[src/anem_pkg.sv]
`timescale 1ns / 1ps

package anem_pkg;

    localparam int CAPTURE_W = 16;
    localparam int COUNT_W   = 8;
    localparam int SPEED_W   = 32;
    localparam int CFG_IDX_W = 2;
    localparam int CFG_DATA_W = 32;

    // Width of the divider step counter: one step per quotient bit
    localparam int STEP_W = $clog2(SPEED_W);

    localparam logic [CAPTURE_W-1:0] PERIOD_FLOOR_RST  = CAPTURE_W'(100);
    localparam logic [COUNT_W-1:0]   MAX_OVERFLOWS_RST = COUNT_W'(5);
    localparam logic [SPEED_W-1:0]   SPEED_SCALE_RST   = SPEED_W'(360000000);
    localparam logic [COUNT_W-1:0]   COUNT_MAX         = '1;

    typedef enum logic [1:0] {
        FUNC_CAPTURE  = 2'd0,
        FUNC_OVERFLOW = 2'd1,
        FUNC_QUERY    = 2'd2,
        FUNC_SPARE    = 2'd3
    } t_func;

    typedef enum logic [CFG_IDX_W-1:0] {
        CFG_PERIOD_FLOOR  = 2'd0,
        CFG_MAX_OVERFLOWS = 2'd1,
        CFG_SPEED_SCALE   = 2'd2,
        CFG_UNUSED        = 2'd3
    } t_cfg_idx;

endpackage

[src/anemometer_period_to_speed_unit.sv]
`timescale 1ns / 1ps

// Anemometer period-to-speed unit. Each input word is a capture event, a timer
// overflow event or a speed query, and each gives exactly one result word with
// the current speed in 0.001 km/h, the last accepted period, whether this
// capture was accepted and whether the signal is lost. An overflow event, a
// query or a rejected capture is answered in the cycle after acceptance. An
// accepted capture runs speed_scale / period through a bit-serial restoring
// divider, one quotient bit per cycle, and its result word is registered when
// the divider is done; the unit takes one word at a time. A result word held
// back by the receiver blocks the next input word until it is taken. Write the
// registers through the plain write port only while the unit is idle; the unit
// itself does not enforce this. Index 3 is ignored.

module anemometer_period_to_speed_unit
    import anem_pkg::*;
(
    input  logic                  i_clk,
    input  logic                  i_rst_n,
    // input channel
    input  logic                  i_valid,
    output logic                  o_ready,
    input  logic [1:0]            i_func,
    input  logic [CAPTURE_W-1:0]  i_capture_value,
    // output channel
    output logic                  o_valid,
    input  logic                  i_ready,
    output logic [SPEED_W-1:0]    o_speed_milli_kmh,
    output logic [CAPTURE_W-1:0]  o_period_ticks,
    output logic                  o_capture_accepted,
    output logic                  o_signal_lost,
    // register write port
    input  logic                  i_cfg_we,
    input  logic [CFG_IDX_W-1:0]  i_cfg_idx,
    input  logic [CFG_DATA_W-1:0] i_cfg_data
);

    typedef enum logic {
        S_IDLE,
        S_DIV
    } t_state;

    t_state               r_state;
    logic [CAPTURE_W-1:0] r_period_floor;
    logic [COUNT_W-1:0]   r_max_ovf;
    logic [SPEED_W-1:0]   r_scale;
    logic [CAPTURE_W-1:0] r_prev;
    logic [CAPTURE_W-1:0] r_period;
    logic [COUNT_W-1:0]   r_ovf;
    logic [SPEED_W-1:0]   r_speed;
    logic                 r_out_valid;
    logic [SPEED_W-1:0]   r_out_speed;
    logic [CAPTURE_W-1:0] r_out_period;
    logic                 r_out_acc;
    logic                 r_out_lost;

    logic                 in_fire;
    logic                 out_fire;
    t_func                func;
    logic [CAPTURE_W-1:0] diff;
    logic                 cap_ok;
    logic [COUNT_W-1:0]   n_ovf;
    logic                 n_lost;
    logic                 div_start;
    logic                 div_done;
    logic [SPEED_W-1:0]   div_quo;

    assign func     = t_func'(i_func);
    assign out_fire = r_out_valid && i_ready;
    assign o_ready  = (r_state == S_IDLE) && (!r_out_valid || i_ready);
    assign in_fire  = i_valid && o_ready;

    // Period from the previous capture and the overflow count after this word
    always_comb begin
        diff   = i_capture_value - r_prev;
        cap_ok = (func == FUNC_CAPTURE) && (diff > r_period_floor);
        n_ovf  = r_ovf;
        if (func == FUNC_OVERFLOW && r_ovf != COUNT_MAX) begin
            n_ovf = r_ovf + COUNT_W'(1);
        end
        n_lost = (n_ovf > r_max_ovf);
    end

    assign div_start = in_fire && cap_ok;

    anem_div u_div (
        .i_clk      (i_clk),
        .i_rst_n    (i_rst_n),
        .i_start    (div_start),
        .i_dividend (r_scale),
        .i_divisor  (diff),
        .o_done     (div_done),
        .o_quotient (div_quo)
    );

    // Register writes
    always_ff @(posedge i_clk) begin
        if (!i_rst_n) begin
            r_period_floor <= PERIOD_FLOOR_RST;
            r_max_ovf      <= MAX_OVERFLOWS_RST;
            r_scale        <= SPEED_SCALE_RST;
        end else if (i_cfg_we) begin
            unique case (t_cfg_idx'(i_cfg_idx))
                CFG_PERIOD_FLOOR:  r_period_floor <= i_cfg_data[CAPTURE_W-1:0];
                CFG_MAX_OVERFLOWS: r_max_ovf      <= i_cfg_data[COUNT_W-1:0];
                CFG_SPEED_SCALE:   r_scale        <= i_cfg_data[SPEED_W-1:0];
                CFG_UNUSED:        ;
            endcase
        end
    end

    // Sequencer, block state and output register
    always_ff @(posedge i_clk) begin
        if (!i_rst_n) begin
            r_state     <= S_IDLE;
            r_prev      <= '0;
            r_period    <= '0;
            r_ovf       <= '0;
            r_speed     <= '0;
            r_out_valid <= 1'b0;
        end else begin
            // drop a taken word; a word taken in the same cycle is handled below
            if (out_fire && !in_fire) begin
                r_out_valid <= 1'b0;
            end
            unique case (r_state)
                S_IDLE: begin
                    if (in_fire) begin
                        if (func == FUNC_CAPTURE) begin
                            r_prev <= i_capture_value;
                        end
                        if (cap_ok) begin
                            // accepted capture: count clears, speed follows the divider
                            r_period    <= diff;
                            r_ovf       <= '0;
                            r_out_valid <= 1'b0;
                            r_state     <= S_DIV;
                        end else begin
                            r_ovf        <= n_ovf;
                            r_speed      <= n_lost ? '0 : r_speed;
                            r_out_valid  <= 1'b1;
                            r_out_speed  <= n_lost ? '0 : r_speed;
                            r_out_period <= r_period;
                            r_out_acc    <= 1'b0;
                            r_out_lost   <= n_lost;
                        end
                    end
                end
                S_DIV: begin
                    if (div_done) begin
                        // a cleared count never exceeds the limit
                        r_speed      <= div_quo;
                        r_out_valid  <= 1'b1;
                        r_out_speed  <= div_quo;
                        r_out_period <= r_period;
                        r_out_acc    <= 1'b1;
                        r_out_lost   <= 1'b0;
                        r_state      <= S_IDLE;
                    end
                end
                default: r_state <= S_IDLE;
            endcase
        end
    end

    assign o_valid            = r_out_valid;
    assign o_speed_milli_kmh  = r_out_speed;
    assign o_period_ticks     = r_out_period;
    assign o_capture_accepted = r_out_acc;
    assign o_signal_lost      = r_out_lost;

endmodule

[src/anem_div.sv]
`timescale 1ns / 1ps

module anem_div
    import anem_pkg::*;
(
    input  logic                 i_clk,
    input  logic                 i_rst_n,
    input  logic                 i_start,
    input  logic [SPEED_W-1:0]   i_dividend,
    input  logic [CAPTURE_W-1:0] i_divisor,
    output logic                 o_done,
    output logic [SPEED_W-1:0]   o_quotient
);

    logic                 r_busy;
    logic [STEP_W-1:0]    r_step;
    logic [SPEED_W-1:0]   r_quo;
    logic [CAPTURE_W-1:0] r_rem;
    logic [CAPTURE_W-1:0] r_dvs;
    logic                 r_done;

    logic [CAPTURE_W:0]   rem_sh;
    logic [CAPTURE_W:0]   rem_sub;
    logic                 q_bit;

    // One restoring step: bring down the next dividend bit, try the subtract
    always_comb begin
        rem_sh  = {r_rem, r_quo[SPEED_W-1]};
        rem_sub = rem_sh - {1'b0, r_dvs};
        q_bit   = (rem_sh >= {1'b0, r_dvs});
    end

    // Dividend shifts out at the top while quotient bits shift in at the bottom
    always_ff @(posedge i_clk) begin
        if (!i_rst_n) begin
            r_busy <= 1'b0;
            r_done <= 1'b0;
            r_step <= '0;
        end else begin
            r_done <= 1'b0;
            if (i_start) begin
                r_busy <= 1'b1;
                r_step <= '0;
            end else if (r_busy) begin
                r_step <= r_step + STEP_W'(1);
                if (r_step == STEP_W'(SPEED_W - 1)) begin
                    r_busy <= 1'b0;
                    r_done <= 1'b1;
                end
            end
        end
    end

    always_ff @(posedge i_clk) begin
        if (i_start) begin
            r_quo <= i_dividend;
            r_rem <= '0;
            r_dvs <= i_divisor;
        end else if (r_busy) begin
            r_quo <= {r_quo[SPEED_W-2:0], q_bit};
            r_rem <= q_bit ? rem_sub[CAPTURE_W-1:0] : rem_sh[CAPTURE_W-1:0];
        end
    end

    assign o_done     = r_done;
    assign o_quotient = r_quo;

endmodule

[config.mk]
export PLATFORM = sky130hd
export DESIGN_NAME = anemometer_period_to_speed_unit
export DESIGN_NICKNAME = d
export VERILOG_FILES = /design/src/anem_pkg.sv /design/src/anemometer_period_to_speed_unit.sv /design/src/anem_div.sv
export SDC_FILE = /design/constraint.sdc
export NUM_CORES = 1
export LEC_CHECK = 0
export BUFFER_PORTS_ARGS = -buffer_cell sky130_fd_sc_hd__buf_2
export CAP_MARGIN = 20
export CORE_MARGIN = 2
export CORE_UTILIZATION = 45
export DETAILED_ROUTE_END_ITERATION = 7
export SETUP_SLACK_MARGIN = 0.2
export SYNTH_ARGS = -nofsm -noshare
export SYNTH_HDL_FRONTEND = slang
export SYNTH_SLANG_ARGS = --single-unit
export TNS_END_PERCENT = 20
[constraint.sdc]
create_clock -name i_clk -period 11.1 [get_ports i_clk]
set_clock_uncertainty 0.1 [all_clocks]
set_input_delay 2.22 -clock i_clk [delete_from_list [all_inputs] [get_ports i_clk]]
set_output_delay 2.22 -clock i_clk [all_outputs]
set_load 0.01 [all_outputs]
==> out/metrics.yaml, run 1 <==
outcome: "finished, final reports clean"
critical_path.max_fanout: 66
cts_buffers: 27
syn-num-nets: 1440
grt_remaining_overflow: 0
clk_latency_ns: 0.55
p_total_mw: 2.553
p_per_area_nw_per_um2: 187.8
drv_cap: 0
fillers: 2471
synth_top_area_share_pct: 25.73
grt.total_usage_pct: 19.97
grt_pass1_wl_um: 45660
hold_path.class: "reg2reg"
p_clk_share_pct: 36.1
antenna_cells: 0
slew_headroom_pct: 28.72
cp_slowest_cell: "and2_2"
power.switching_uw: 743.2
hold_buffers: 0
regArea_um2: 6007
routabilityCongestion: 0.8848
drt-total-wl_um: 28210
cts-resized-gates: 0
clk_path_buf_depth: 3
antenna_found_initial: 1
fin_nets: 1519
synth_edf_count: 98
clock.fmax_ghz: 0.1420
ant_nets: 0
synthCells: 1323
final.setup.tns_ns: 0
hpwl_um: 19400
arrival_ns: 7.14
vias: 9335
wl_per_cell_um: 16.05
die_h_um: 166.7
setup.worst_path.start: "i_capture_value[1]"
grt_pass1_vias: 8731
fp-row-count: 59
reg2reg_setup_slack_ns: 5.49
final_cell_mix: "329 x nand2_1, 152 x dfxtp_1, 111 x a21oi_1"
switching_share_pct: 29.11
critical_path_buf_inv_count: 3
p_leak_nw: 5.330
path_delay_family: "simple AND/OR/NAND/NOR gates"
netlist-cell-type-count: 68
rr_endpoint: "o_period_ticks[15]"
syn_to_final_growth_pct: 14.21
final_common_cell: "nand2_1"
period_minus_slack_ns: 7.045
crit_required_ns: 11.20
post-route-period-util_pct: 63.47
post_cts_buffers: 0
rsz0062_at_grt: "false"
seq_power_share_pct: 42.2
timing.rr.start: "r_prev[1]"
syn_area_um2: 11910
setup_viol: 0
ioPinCount: 109
cp-start-kind: "primary input"
die_area_um2: 27770
drive_above_1_share_pct: 12.79
ys_top_cells_by_area: "dfxtp_1 26%, edfxtp_1 25%, nand2_1 10%, ha_1 6.1%, a21oi_1 4.7%"
start_util_pct: 45.82
synth-main-ff-cell: "dfxtp_1"
cts_root_buf: "clkbuf_16"
max_stage_delay_ns: 0.63
viasPerCell: 5.310
dr.first_iter.drc_count: 684
h-tree-depth: 1
ir_drop_mv: 0.1080
cts_tree: "built"
yosysTopAreaCell: "dfxtp_1"
crit_path_end: "o_period_ticks[15]"
syn_area_per_cell_um2: 8.999
synth_seq_cells: 251
internal_power_mw: 1.810
port_buffers: 108
worst_r2r_path_depth: 16
die_w_um: 166.7
drt_pass1_iterations: 5
critPathKind: "in2reg"
multi_input_area_um2: 5351
path_cells: "buf_2, ha_1, nor2b_1, o31ai_1, a21oi_1, o21a_1, o311a_1, ha_1, nand4_1, or4_1, nor2_1, a2111oi_0, a21oi_4, buf_4, and2_2, buf_4"
crit_cells: 16
maxSlewViolCount: 0
ys.warnings.count: 0
tightestPinTransition_ns: 1.065
core_um2: 25980
p_comb_share_pct: 21.6
yosysSeqAreaShare_pct: 50.45
hold_viol: 0
drc: 0
clock-sinks: 251
worstSetupEndpointType: "flop"
clkSlewWorstSetupHoldPaths_ns: 0.06
async_flop_share_pct: 0
grt_max_degree: 70
[state kept, by name (all words and copies together) (netlist names)]
name,count
o_period_ticks,16
r_max_ovf,8
u_div.o_done,1
r_period_floor,16
o_signal_lost,1
u_div.o_quotient,32
r_prev,16
r_ovf,8
o_capture_accepted,1
r_period,16
o_valid,1
u_div.r_rem,16
r_scale,32
u_div.r_step,5
r_state,1
u_div.r_dvs,16
r_speed,32
u_div.r_busy,1
o_speed_milli_kmh,32
[synthesized netlist by cell type, types with 14 or more instances]
master	number
o21ai_0	90
nand2_1	329
xnor2_1	19
o21a_1	14
clkbuf_1	51
a21oi_1	112
inv_1	62
mux2i_1	20
edfxtp_1	98
nand3_1	62
nor2_1	40
ha_1	58
nand2b_1	43
dfxtp_1	153
[per-layer routing]
layer	vias up	routed length, um	global-route usage [%]
met1	4361	14050	30.99
met4	0	453	4.760
met3	37	1593	2.543
li1	4705	-	-
met5	-	0	0
met2	232	12110	29.52
[layout make-up]
cell class	count	area share [%]
clock buffers	33	5.208
clock inverters	17	1.518
inverters	64	1.767
multi-input cells	937	39.36
flip-flops and latches	251	44.18
well taps	335	3.083
repair buffers	121	4.886
[worst min path at each step]
stage / slack, ns / to / cells past startpoint / startpoint
after floorplan: 0.30 / o_period_ticks[11] / 0 / r_period[11]
after global placement: 0.32 / o_period_ticks[2] / 0 / r_period[2]
after detailed placement: 0.32 / o_period_ticks[2] / 0 / r_period[2]
after CTS: 0.33 / o_period_ticks[2] / 0 / r_period[2]
after global routing: 0.35 / o_period_ticks[1] / 0 / r_period[1]
final: 0.33 / o_period_ticks[13] / 0 / r_period[13]
[power by group through the flow]
stage	Clock (mW)	Combinational [mW]	Sequential [mW]
2_1_floorplan	0	0.433	1.09
3_3_place_gp	0	0.543	1.10
3_5_place_dp	0	0.550	1.10
4_1_cts	0.944	0.553	1.08
5_1_grt	0.982	0.624	1.09
6_report	0.923	0.553	1.08
[metrics by stage]
stage	hold WS (ns)	area, um^2	instances	util [%]	worst slack, ns
after detailed placement	0.3153	12640	1706	48.65	3.452
after global placement	0.3177	12640	1706	48.65	3.556
after CTS	0.3325	13560	1756	52.17	4.021
after floorplan	0.3001	11910	1323	-	4.132
final	0.3315	13600	1758	52.33	4.055
after global routing	0.3470	13600	1758	52.33	3.593
[logic make-up (layout without fill, tap and decap cells)]
family / count (synthesis) / count (layout) / share of synthesized area [%]
compound gates: 284 / 284 / 14.06
mux: 22 / 22 / 1.871
buf+inv: 135 / 235 / 4.792
xor+xnor: 31 / 31 / 2.281
simple gates: 540 / 540 / 20.12
fa+ha+maj: 60 / 60 / 6.432
flops: 251 / 251 / 50.45
Note: power is estimated with default switching activity, not from simulation.
==> inputs of run 2 (changes only) <==
Clock period 11.1 ns to 7.3 ns, I/O delays scaled along.
==> run 2 against run 1 <==
Compared with the run above: total power rose by 57%; core utilization rose by 0.30 points; flip-flop and latch count did not move.
==> out/metrics.yaml, run 2 (synthesis gave the netlist of run 1 again) <==
outcome: "finished, final reports clean"
hold_path.startpoint: "r_period[13]"
grt_pass1_vias: 8794  # +0.72%
post-route-period-util_pct: 76.09
cts_buffers: 27  # unchanged
preCtsSetupSlack_ns: 1.172  # -2.281 ns
hpwl_um: 19620  # +1.2%
max_stage_delay_ns: 0.54  # -0.09 ns
p_leak_nw: 5.373  # +0.80%
antenna_found_initial: 0  # -1
slew_headroom_pct: 40.94  # +12 points
wl_per_cell_um: 15.91  # -0.87%
tightestPinTransition_ns: 0.8636  # -0.2009 ns
grt_pass1_wl_um: 45590  # -0.15%
hold_path_end: "o_period_ticks[13]"
clkSlewWorstSetupHoldPaths_ns: 0.06  # about the same
p_per_area_nw_per_um2: 292.5  # +56%
ir_drop_mv: 0.1580  # +46%
grt_max_degree: 81  # +16%
drc: 0  # unchanged
hold_buffers: 0  # unchanged
cts-resized-gates: 0  # unchanged
syn_to_final_growth_pct: 14.87
maxSlewViolCount: 0  # unchanged
rsz0062_at_grt: "false"
final_common_cell: "nand2_1"
cts_root_buf: "clkbuf_16"
clock-sinks: 251  # unchanged
grt.total_usage_pct: 19.81  # -0.16 points
reg2reg_setup_slack_ns: 2.49  # -3.00 ns
fin_util_pct: 52.63  # +0.30 points
arrival_ns: 5.90  # -1.24 ns
clock.fmax_ghz: 0.1800
crit_cells: 21  # +5
final.setup.tns_ns: 0  # unchanged
path_delay_family: "compound AO/OA/AOI/OAI gates"
timing.rr.start: "r_prev[1]"
p_total_mw: 4.000  # +57%
path_cells: "buf_2, inv_1, ha_1, inv_1, fa_1, a21oi_1, o21ai_0, a21oi_1, nor2_1, a211oi_1, xnor2_1, ha_1, nand4_1, or4_1, a21oi_1, a2111o_1, nand3b_1, inv_2, buf_4, nor2_1, a211oi_1"
critical_path_buf_inv_count: 5  # +2
vias: 9280  # -0.59%
port_buffers: 108  # unchanged
period_minus_slack_ns: 5.555
dr.first_iter.drc_count: 569  # -17%
drt-total-wl_um: 28000  # -0.76%
critical_path.max_fanout: 36  # -45%
grt_remaining_overflow: 0  # unchanged
routabilityCongestion: 0.8490  # -4.0%
start_util_pct: 45.82  # unchanged
final_cell_mix: "329 x nand2_1, 152 x dfxtp_1, 111 x a21oi_1"
critPathKind: "in2reg"
cts_tree: "built"
drt_pass1_iterations: 5  # unchanged
rr_endpoint: "r_period[0]"
h-tree-depth: 1  # unchanged
holdWs_ns: 0.3353  # +0.003808 ns
hold_path.class: "reg2reg"
worstSetupEndpointType: "flop"
crit_required_ns: 7.64  # -3.56 ns
cp_slowest_cell: "or4_1"
hold_path_depth: 0  # unchanged
drive_above_1_share_pct: 12.84  # +0.052 points
drv_cap: 0  # unchanged
antenna_cells: 0  # unchanged
die_w_um: 166.7  # unchanged
fin_nets: 1521  # +0.13%
ant_nets: 0  # unchanged
clk_path_buf_depth: 3  # unchanged
cp-start-kind: "primary input"
clk_latency_ns: 0.54  # about the same
post_cts_buffers: 0  # unchanged
fp-row-count: 59  # unchanged
hold_viol: 0  # unchanged
die_area_um2: 27770  # unchanged
worst_r2r_path_depth: 17  # +1
core_um2: 25980  # unchanged
ioPinCount: 109  # unchanged
critPathMostFrequentCell: "a21oi_1"
viasPerCell: 5.273  # -0.70%
die_h_um: 166.7  # unchanged
setup_viol: 0  # unchanged
finalWorstSetupSlack_ns: 1.745  # -2.310 ns
==> run 2: cell count changes in the layout (fill, tap and decap cells not counted) <==
cell / before / now
buf_16: 1 / 0
buf_4: 11 / 12
buf_6: 0 / 2
buf_8: 0 / 1
bufinv_16: 4 / 6
clkbuf_1: 5 / 8
clkbuf_8: 2 / 5
clkinv_1: 2 / 0
clkinv_2: 7 / 3
clkinvlp_4: 2 / 0
inv_6: 1 / 0
==> run 2: report_power, final <==
part / leakage (nW) / switching (mW) / internal, mW
logic: 2.73 / 0.512 / 0.340
clock network: 0.484 / 0.557 / 0.948
registers: 2.16 / 0.0671 / 1.58
==> run 2: metal layers <==
metal | global-route usage (%) | wire length (um) | up-vias
met5 | 0 | 0 | -
met4 | 3.936 | 405 | 0
met3 | 2.733 | 1459 | 34
met2 | 30.02 | 12210 | 220
met1 | 30.29 | 13920 | 4322
li1 | - | - | 4704
==> run 2: worst reg2reg max path, stage by stage, from the launching register on <==
cell and delay [ns]:
dfxtp_1 0.32, inv_1 0.07, ha_1 0.27, nor2b_1 0.14, o31ai_1 0.42, a21oi_1 0.20, o21a_1 0.21, o311a_1 0.34
ha_1 0.33, nand4_1 0.09, or4_1 0.55, a21oi_1 0.14, a2111o_1 0.21, nand3b_1 0.14, inv_2 0.44, buf_4 0.44
nor2_1 0.08, a211oi_1 0.22
==> run 2: worst max-delay path by stage <==
stage	from	endpoint
global placement	i_capture_value[0]	u_div.o_quotient[26]
finish	i_capture_value[0]	r_period[0]
floorplan	i_capture_value[0]	o_capture_accepted
CTS	i_capture_value[0]	r_period[0]
global route	i_capture_value[0]	r_period[0]
detailed placement	i_capture_value[0]	r_period[0]
==> run 2: per-stage QoR <==
stage | area [um^2] | std cells
floorplan | 11910 | 1323
global placement | 12650 | 1707
detailed placement | 12660 | 1708
CTS | 13650 | 1758
global route | 13680 | 1760
finish | 13680 | 1760
==> run 2: layout make-up <==
cell class,instances,area [um^2]
Clock buffer,40,774.5
Clock inverter,10,215.2
Fill cell,2490,12310
Inverter,64,240.2
Multi-Input combinational cell,937,5351
Sequential cell,251,6007
Tap cell,335,419.2
Timing Repair Buffer,123,668.1
